### src/hw/rtl/gae_pkg.sv
// shared types, constants and register indexes for the advantage and loss block
package gae_pkg;

	localparam int MAX_STEPS_DEF = 256;
	localparam int MAX_ENVS_DEF  = 8;

	localparam int CFG_IW  = 3;
	localparam int CFG_DW  = 16;
	localparam int STEPS_W = 9;
	localparam int ENVS_W  = 4;
	// width of the element count steps times envs
	localparam int NW      = STEPS_W + ENVS_W;

	localparam logic [CFG_IW-1:0] REG_DISCOUNT = 3'd0;
	localparam logic [CFG_IW-1:0] REG_LAMBDA   = 3'd1;
	localparam logic [CFG_IW-1:0] REG_ENT_COEF = 3'd2;
	localparam logic [CFG_IW-1:0] REG_STEPS    = 3'd3;
	localparam logic [CFG_IW-1:0] REG_ENVS     = 3'd4;

	typedef struct packed {
		logic signed [31:0] reward;
		logic signed [31:0] state_value;
		logic               continue_mask;
		logic signed [31:0] log_prob;
		logic        [30:0] entropy;
		logic               last_element;
	} in_item_t;

	typedef struct packed {
		logic        [30:0] value_cost;
		logic signed [31:0] policy_cost;
		logic               status;
	} out_item_t;

	// one stored rollout element
	typedef struct packed {
		logic signed [31:0] reward;
		logic signed [31:0] state_value;
		logic               continue_mask;
		logic signed [31:0] log_prob;
	} entry_t;

	typedef struct packed {
		logic          start;
		logic [63:0]   dividend;
		logic [NW-1:0] divisor;
	} div_req_t;

	typedef struct packed {
		logic        done;
		logic [63:0] quotient;
	} div_rsp_t;

endpackage

### src/hw/rtl/gae_div.sv
// restoring divider, one quotient bit per cycle, 64-bit dividend
module gae_div (
	input  logic              clk,
	input  logic              arst_n,
	input  gae_pkg::div_req_t req,
	output gae_pkg::div_rsp_t rsp
);
	import gae_pkg::*;

	logic          busy_q;
	logic          done_q;
	logic [5:0]    cnt_q;
	logic [NW:0]   rem_q;
	logic [63:0]   quo_q;
	logic [NW-1:0] dvs_q;

	logic [NW:0]   rem_sh;
	logic          ge;
	logic [NW:0]   rem_nx;

	// shift in the next dividend bit and try a subtract
	always_comb begin
		rem_sh = {rem_q[NW-1:0], quo_q[63]};
		ge     = rem_sh >= {1'b0, dvs_q};
		rem_nx = ge ? rem_sh - {1'b0, dvs_q} : rem_sh;
	end

	// iteration control
	always_ff @(posedge clk or negedge arst_n) begin
		if (!arst_n) begin
			busy_q <= 1'b0;
			done_q <= 1'b0;
			cnt_q  <= '0;
		end else begin
			done_q <= 1'b0;
			if (req.start) begin
				busy_q <= 1'b1;
				cnt_q  <= '0;
			end else if (busy_q) begin
				cnt_q <= cnt_q + 6'd1;
				if (cnt_q == 6'd63) begin
					busy_q <= 1'b0;
					done_q <= 1'b1;
				end
			end
		end
	end

	// remainder and quotient
	always_ff @(posedge clk) begin
		if (req.start) begin
			rem_q <= '0;
			quo_q <= req.dividend;
			dvs_q <= req.divisor;
		end else if (busy_q) begin
			rem_q <= rem_nx;
			quo_q <= {quo_q[62:0], ge};
		end
	end

	assign rsp.done     = done_q;
	assign rsp.quotient = quo_q;

endmodule

### config.mk
export PLATFORM = sky130hd
export DESIGN_NAME = gae_div
export DESIGN_NICKNAME = d
export VERILOG_FILES = /design/src/hw/rtl/gae_pkg.sv /design/src/hw/rtl/gae_div.sv
export SDC_FILE = /design/constraint.sdc
export NUM_CORES = 1
export LEC_CHECK = 0
export BUFFER_PORTS_ARGS = -buffer_cell sky130_fd_sc_hd__buf_4
export CAP_MARGIN = 15
export CORE_ASPECT_RATIO = 1.5
export CORE_MARGIN = 2
export CORE_UTILIZATION = 47
export DETAILED_ROUTE_END_ITERATION = 16
export GPL_TIMING_DRIVEN = 0
export PLACE_DENSITY = 0.77
export SYNTH_ARGS = -nofsm -noshare
export SYNTH_HDL_FRONTEND = slang
export SYNTH_SLANG_ARGS = --single-unit
export TNS_END_PERCENT = 50
### constraint.sdc
create_clock -name clk -period 2.5 [get_ports clk]
set_input_delay 0.125 -clock clk [delete_from_list [all_inputs] [get_ports clk]]
set_output_delay 0.125 -clock clk [all_outputs]
set_load 0.02 [all_outputs]
After elaboration in Yosys (flattened, before gate mapping)
Cells that the tools add are included.

word-level totals
  register bits after elaboration = 98
  word-level logic and storage cells = 22
  input port bits = 80
  output and inout port bits = 65

operators by class
  mux-type cells = 11
  reduce and logical (&&, ||, !) cells = 1
  add/sub/neg operators = 2
  order comparisons = 1
  equal/unequal tests = 1

operators by type and width
  cell                                                            count
  64-bit 2-to-1 mux                                               2
  14-bit by 13-bit greater-or-equal comparator with 1-bit output  1
  13-bit 2-to-1 mux                                               1
  13-bit subtractor                                               1
  6-bit 2-to-1 mux                                                2
  6-bit by 1-bit adder with 6-bit output (second input constant)  1
  6-bit == test (second input constant)                           1
  1-bit 2-to-1 mux                                                6
  2-bit nonzero test                                              1

Longest topological paths before layout
Gate-level depths: netlist of run 1.

  depth in word-level cells = 4
  depth in mapped cells = 11

Worst setup path after synthesis of run 1
Ideal clock, no wire load.

  path type = register -> register
  from = register quo_q[63]
  to = register rem_q[10]
  stages on the path, launching flop included = 12
  setup slack = -0.144 ns
  data arrival time = 2.519 ns
  cell sequence = edfxtp_1 -> inv_1 -> ha_1 -> inv_1 -> fa_1 -> a21o_1 -> a21o_1 -> a221o_1 -> a21oi_4 -> buf_8 -> mux2i_1 -> a211oi_1

between the ends
  cells in the longest elaborated chain, start to end = 2
  elaborated cells between the ends (all ways) = 3
  classes of those cells = 1 x add/sub; 1 x order compare; 1 x mux

ends and longest elaborated chain
  element                                                                                                     line                          text
  start: declaration                                                                                          gae_div.sv:14                 logic [63:0] quo_q;
  start signal: assignment                                                                                    gae_div.sv:53                 quo_q <= req.dividend;
  start signal: assignment                                                                                    gae_div.sv:57                 quo_q <= {quo_q[62:0], ge};
  13-bit subtractor / 14-bit by 13-bit greater-or-equal comparator with 1-bit output (equally long branches)  gae_div.sv:25, gae_div.sv:24
  13-bit 2-to-1 mux *                                                                                         gae_div.sv:25                 rem_nx = ge ? rem_sh - {1'b0, dvs_q} : rem_sh;
  end signal: assignment                                                                                      gae_div.sv:56                 rem_q <= rem_nx;
  end: declaration                                                                                            gae_div.sv:13                 logic [NW:0] rem_q;

Mark *: on every way between the ends. The rest lies on a longest branch, timed or not.
A chain may end at the register's enable or synchronous reset.

Worst setup path in the final report of run 1
Same ends and word-level chain as after synthesis.

==> results of run 1 <==
-- placed cells by master, fill, tap and decap left out, types with 2 or more instances in the layout --
master,count
dfxtp_1,13
buf_6,3
bufinv_16,3
or3_1,2
or2_2,3
mux2_2,63
nand2_1,8
edfxtp_1,77
nor2_1,25
o211ai_1,3
mux2i_1,12
ha_1,13
nand2b_1,4
clkinv_2,2
a211oi_1,8
a21oi_1,8
xor2_1,4
o21a_1,2
a21o_1,4
inv_1,17
dfrtp_1,8
buf_12,2
clkinv_1,2
nand4_1,5
nand3b_1,2
buf_2,4
nand3_1,3
a21o_2,2
clkbuf_1,8
a311oi_1,2
clkbuf_2,2
dlygate4sd3_1,14
buf_4,148
xnor2_1,7
o21ai_0,5
clkbuf_16,9
-- power groups by stage --
stage | clock network (W) | logic (W) | registers (W)
finish | 0.00155 | 0.00175 | 0.00215
floorplan | 0 | 0.000957 | 0.00230
global route | 0.00163 | 0.00190 | 0.00218
detailed placement | 0 | 0.00161 | 0.00218
CTS | 0.00157 | 0.00173 | 0.00215
global placement | 0 | 0.00157 | 0.00217
-- flip-flops by register name, indices dropped and copies added (netlist names) --
register,count
dvs_q,13
busy_q,1
done_q,1
rem_q,13
cnt_q,6
quo_q,64
-- cell type report --
| cell class | instances | area (µm²) | share of cell area (%) |
|---|---|---|---|
| Buffer | 20 | 124 | 1.88 |
| Clock inverter | 7 | 108 | 1.64 |
| Sequential cell | 98 | 2770 | 42.2 |
| Multi-Input combinational cell | 212 | 1850 | 28.1 |
| Clock buffer | 9 | 225 | 3.43 |
| Timing Repair Buffer | 162 | 1280 | 19.4 |
| Inverter | 19 | 75.1 | 1.14 |
| Tap cell | 117 | 146 | 2.23 |
-- what timing repair did --
action	in CTS	in global routing
gates resized for setup	1	8
pin swaps	2	2
hold buffers	14	0
endpoints found under the setup margin	14	14
setup buffers	3	0
endpoints found under the hold margin	21	0
-- worst paths after layout --
kind | endpoint | slack [ns]
min in group asynchronous | cnt_q[1]$_DFFE_PN0P_ | 0.16
max in group asynchronous | cnt_q[0]$_DFFE_PN0P_ | 2.21
min | quo_q[38]$_DFFE_PP_ | 0.09
max reg2reg | rem_q[10]$_SDFFE_PP0P_ | -0.17
min reg2reg | rem_q[8]$_SDFFE_PP0P_ | 0.51
max | rem_q[10]$_SDFFE_PP0P_ | -0.17
-- through the flow --
step                      cell area [µm²]  setup slack [ns]  power [W]
final                                6570            -0.168    0.00545
after global routing                 6570            -0.248    0.00570
after CTS                            6550           -0.0990    0.00545
after detailed placement             6030            -0.298    0.00379
after global placement               6010            -0.677    0.00375
after floorplan                      4780           -0.0806    0.00325
-- worst max-delay path, cell delays in order (launching register included) --
cell and delay, ns:
edfxtp_1 0.40, inv_1 0.09, ha_2 0.19, inv_2 0.04
fa_2 0.36, a21o_1 0.18, a21o_1 0.18, a221o_1 0.36
a21oi_4 0.23, buf_8 0.17, mux2i_1 0.25, a211oi_2 0.09
-- per-layer routing --
layer  up-vias  track usage (%)  share of wire [%]
li1       1652                -                  -
met1      1690             23.9                 38
met2       131             36.3                 53
met3        22             6.33                7.3
met4         0             8.46                2.2
met5         -                0                  0
-- cell families (layout without fill, tap and decap cells) --
family / Yosys count / after routing / synth area share [%]
xor+xnor: 11 / 11 / 2.02
fa+ha+maj: 15 / 15 / 4.08
buf+inv: 39 / 217 / 4.06
simple gates: 62 / 62 / 6.73
compound gates: 49 / 49 / 7.72
mux: 75 / 75 / 17.4
flops: 98 / 98 / 58.0
==> impl_metrics.json, run 1 <==
{
  "status": "finished with violations",
  "violations": "negative setup slack",
  "fin_crit_ns": 2.67,
  "worstPathArrival_ns": 2.88,
  "grtUsageTotal_pct": 21.0,
  "dpl.cell_count": 611,
  "yosys_warnings": 0,
  "synth_top_cell_area_share_pct": 48.4,
  "sw_frac_of_total_pct": 29.2,
  "synth_edf_count": 77,
  "timing.final.crit_share_pct": 107,
  "synth_seq_cells": 98,
  "vdd_drop_max_mv": 0.456,
  "syn-instance-count": 349,
  "dp_hpwl_mm": 8.33,
  "whs_path_depth": 2,
  "cts.sinks": 98,
  "slew_headroom_pct": 59.3,
  "grt_start_max_net_pins": 38,
  "crit_required_ns": 2.72,
  "worst_pin_slew_ns": 0.610,
  "clock.fmax_mhz": 375,
  "synth_common_cells": "edfxtp_1 (77), mux2_2 (63), nor2_1 (25)",
  "setup_viol": 14,
  "wire_per_inst_um": 17.6,
  "setup_tns_ns": -1.21,
  "netlist_area_um2": 4780,
  "crit_path_start_kind": "flop",
  "seq_power_share_pct": 39.4,
  "vias": 3495,
  "path_class": "reg2reg",
  "seq_area_frac_synth_pct": 58.0,
  "final_util_pct": 65.6,
  "chipHeight_um": 127,
  "drv_slew": 0,
  "overflow": 0,
  "layout-drive-gt1-share_pct": 48.4,
  "drt_iter0_drc": 161,
  "num_antenna_cells": 0,
  "hold_path_class": "in2reg",
  "path_clk_slew_ns": 0.07,
  "drc": 0,
  "hp-start": "req[51]",
  "max_cap_viol_count": 0,
  "firstDrtPassIters": 4,
  "ys.flop_type": "edfxtp_1",
  "cts_max_level": 3,
  "holdWs_ns": 0.0854,
  "worstRegToRegCells": 11,
  "wirelength_mm": 11.4,
  "place_congestion": 0.882,
  "numCtsBuffers": 9,
  "instances_no_fill": 644,
  "fin_ws_ns": -0.168,
  "p_per_area_nw_per_um2": 829,
  "die_area_um2": 11000,
  "synth.avg_cell_area_um2": 13.7,
  "net-switching-power_w": 0.00159,
  "grt_pass1_wl_mm": 17.9,
  "p_leak_nw": 2.88,
  "yosys-top-cells-area": "edfxtp_1 (48%), mux2_2 (15%), dfxtp_1 (5.4%)",
  "coreArea_um2": 10000,
  "endpoint_kind": "flop",
  "fill_cells": 780,
  "pwr-share-comb_pct": 32.2,
  "cts_tree": "built",
  "hold_viol": 0,
  "port_buffers": 144,
  "cp_max_fo": 10,
  "area_delta_synth_final_pct": 37.5,
  "clockBufferDepth": 2,
  "async_flop_share_pct": 8.16,
  "ys_types": 54,
  "r2r_start": "quo_q[63]$_DFFE_PP_",
  "antenna_found_initial": 0,
  "nets": 617,
  "initial_utilization_pct": 47.7,
  "clock_power_share_pct": 28.4,
  "synth.most_common_cell": "edfxtp_1",
  "internal_power_w": 0.00386,
  "ant_nets": 0,
  "vias_per_cell": 5.43,
  "skew_ns": 0.00720,
  "critPathLaunch": "quo_q[63]$_DFFE_PP_",
  "cts-root-buf": "clkbuf_16",
  "grt_pass1_vias": 3709,
  "die_w_um": 86.3,
  "yosys.area.top_type": "edfxtp_1",
  "clock_latency_ns": 0.34,
  "rows": 45,
  "rsz0062_at_grt": "yes",
  "syn-num-nets": 444,
  "io_pins": 145
}
(Power assumes the default switching activity.)
==> inputs of run 2 (changes only) <==
Settings changed: ABC_AREA set to 1, CORE_UTILIZATION 47 to 40, PLACE_DENSITY 0.77 to 0.67.
==> run 2 against run 1 <==
The run now ends clean. Maximum frequency up 18%. Wire length up 14%. Global-route usage down 1.0 points. Critical path type unchanged. Power down 3.4%. Synthesized area up 4.1%. Utilization down 10 points. Cell area up 2.1%. Clock power down 7%. Critical endpoint is now quo_q[0]$_DFFE_PP_.
==> impl_metrics.json, run 2 <==
{
  "hold_viol": 0,
  "grt_pass1_vias": 4375,
  "yosys_warnings": 0,
  "overflow": 0,
  "path_class": "reg2reg",
  "reg.largest.list": "quo_q (64), dvs_q (13), rem_q (13)",
  "synth_edf_count": 77,
  "endpoint_kind": "flop",
  "ant_nets": 0,
  "drv_slew": 0,
  "vdd_drop_max_mv": 0.399,
  "numCtsBuffers": 9,
  "syn-num-nets": 687,
  "die_w_um": 95.1,
  "die_area_um2": 13400,
  "regMostFlops": "quo_q",
  "status": "finished clean",
  "wire_per_inst_um": 14.0,
  "fill_cells": 1125,
  "nets": 857,
  "worst_pin_slew_ns": 0.708,
  "grt_pass1_wl_mm": 20.8,
  "wirelength_mm": 12.9,
  "p_per_area_nw_per_um2": 785,
  "synth_top_cell_area_share_pct": 46.5,
  "cts_tree": "built",
  "synth.most_common_cell": "nand2_1",
  "mostFrequentLayoutCell": "nand2_1",
  "skew_ns": 0.00802,
  "seq_area_frac_synth_pct": 55.7,
  "vias_per_cell": 4.80,
  "grtUsageTotal_pct": 20.0,
  "setup_viol": 0,
  "rrSetupSlack_ns": 0.24,
  "antenna_found_initial": 0,
  "dp_hpwl_mm": 9.86,
  "dpl.cell_count": 890,
  "clock.fmax_mhz": 443,
  "num_antenna_cells": 0,
  "io_pins": 145,
  "cpMostUsedCell": "nand2_1",
  "instances_no_fill": 920,
  "cpMaxStageDelayCell": "fa_1",
  "firstDrtPassIters": 7,
  "area_delta_synth_final_pct": 34.9,
  "slew_headroom_pct": 52.6,
  "crit_required_ns": 2.60,
  "coreArea_um2": 12100,
  "async_flop_share_pct": 8.16,
  "cts-root-buf": "clkbuf_16",
  "timing.final.crit_share_pct": 90.4,
  "largest_reg_flops": 64,
  "vias": 4412,
  "rsz0062_at_grt": "no",
  "synth_seq_cells": 98,
  "fin_crit_ns": 2.26,
  "drt_iter0_drc": 200,
  "path_cells": "inv_1 > ha_1 > inv_1 > fa_1 > nand2_1 > nand2_1 > nand3_1 > nand2_2 > nand2_4 > nand3_4 > buf_6 > nand2_1 > nand2_1",
  "max_cap_viol_count": 0,
  "final_util_pct": 55.6,
  "port_buffers": 144,
  "crit_path_start_kind": "flop",
  "yosys-top-cells-area": "edfxtp_1 (46%), nand2_1 (22%), dfxtp_1 (5.2%)",
  "worstPathArrival_ns": 2.36,
  "ys.flop_type": "edfxtp_1",
  "syn-instance-count": 592,
  "grt_start_max_net_pins": 47,
  "cts.sinks": 98,
  "synth.avg_cell_area_um2": 8.40,
  "hold_path_class": "in2reg",
  "netlist_area_um2": 4970,
  "path_clk_slew_ns": 0.07,
  "holdWs_ns": 0.0458,
  "place_congestion": 0.928,
  "synth_common_cells": "nand2_1 (294), edfxtp_1 (77), inv_1 (59)",
  "chipHeight_um": 141,
  "cp_max_fo": 10,
  "ys_types": 30,
  "initial_utilization_pct": 41.2,
  "yosys.area.top_type": "edfxtp_1",
  "rows": 49,
  "clock_latency_ns": 0.34,
  "layout-drive-gt1-share_pct": 24.0,
  "slowest_delay_ns": 0.44,
  "clockBufferDepth": 2,
  "layout_common_cells": "nand2_1 (294), buf_4 (145), edfxtp_1 (77)",
  "cts_max_level": 3,
  "p_leak_nw": 3.43,
  "power_w": 0.00527,
  "drc": 0
}
run 2: cell count changes after synthesis, sizes merged, moves of 9 or more:
| cell | delta |
|---|---|
| a211oi | -9 |
| mux2i | -12 |
| nand2 | +291 |
| mux2 | -63 |
| inv | +42 |
| nand3 | +23 |
| nor2 | +17 |
run 2: kinds of logic after synthesis:
family	share of synthesized area, %
xor gates and xnor gates	0.704
adders and majority gates	3.92
buffers and inverters	6.41
and+or+nand+nor	31.3
DFF	55.7
AOI/OAI and AO/OA	1.94
run 2: layout make-up:
| type | instances | area, µm² | share of cell area (%) |
|---|---|---|---|
| inverter | 61 | 229 | 3.41 |
| clock buffer | 10 | 229 | 3.41 |
| clock inverter | 6 | 73.8 | 1.10 |
| buffer | 18 | 90.1 | 1.34 |
| sequential | 98 | 2770 | 41.3 |
| multi-input combinational | 415 | 1880 | 28.1 |
| tap | 153 | 191 | 2.85 |
| timing repair buffer | 159 | 1240 | 18.5 |
run 2: timing repair:
item,4_1_cts,5_1_grt
buffers inserted,0,0
hold buffers,14,0
endpoints found under the hold margin,21,0
resized for setup,0,0
run 2: power by group:
| group | switching (W) | internal (W) |
|---|---|---|
| logic | 0.00102 | 0.000695 |
| registers | 0.000137 | 0.00198 |
| clock network | 0.000646 | 0.000793 |
| total | 0.00180 | 0.00347 |
run 2: path summary, 6_finish.rpt:
| kind | start | to | cells past startpoint |
|---|---|---|---|
| setup / recovery | quo_q[63]$_DFFE_PP_ | quo_q[0]$_DFFE_PP_ | 13 |
| hold / removal | req[35] | quo_q[22]$_DFFE_PP_ | 3 |
| setup reg to reg | quo_q[63]$_DFFE_PP_ | quo_q[0]$_DFFE_PP_ | 13 |
| hold reg to reg | rem_q[2]$_SDFFE_PP0P_ | rem_q[2]$_SDFFE_PP0P_ | 2 |
| max in group asynchronous | arst_n | cnt_q[1]$_DFFE_PN0P_ | 2 |
| min in group asynchronous | arst_n | cnt_q[4]$_DFFE_PN0P_ | 2 |
run 2: metrics by stage:
| stage | worst slack [ns] | TNS [ns] | instance area, µm² |
|---|---|---|---|
| 2_1_floorplan | 0.292 | 0 | 4970 |
| 3_3_place_gp | -0.318 | -20.77 | 6250 |
| 3_5_place_dp | 0.227 | 0 | 6270 |
| 4_1_cts | 0.229 | 0 | 6710 |
| 5_1_grt | 0.0626 | 0 | 6710 |
| 6_report | 0.240 | 0 | 6710 |
run 2: per-layer routing:
layer / track usage [%] / routed length (µm) / vias to the layer above
li1: - / - / 2210
met1: 23.2 / 5140 / 2045
met2: 34.6 / 6570 / 140
met3: 6.41 / 1000 / 17
met4: 6.33 / 208 / 0
met5: 0 / 0 / -
run 2: critical path: cells and delay by family (launching register included):
kind          cells  cell delay, ns
fa+ha+maj         2            0.58
buf+inv           3            0.34
flops             1            0.42
simple gates      8            0.68
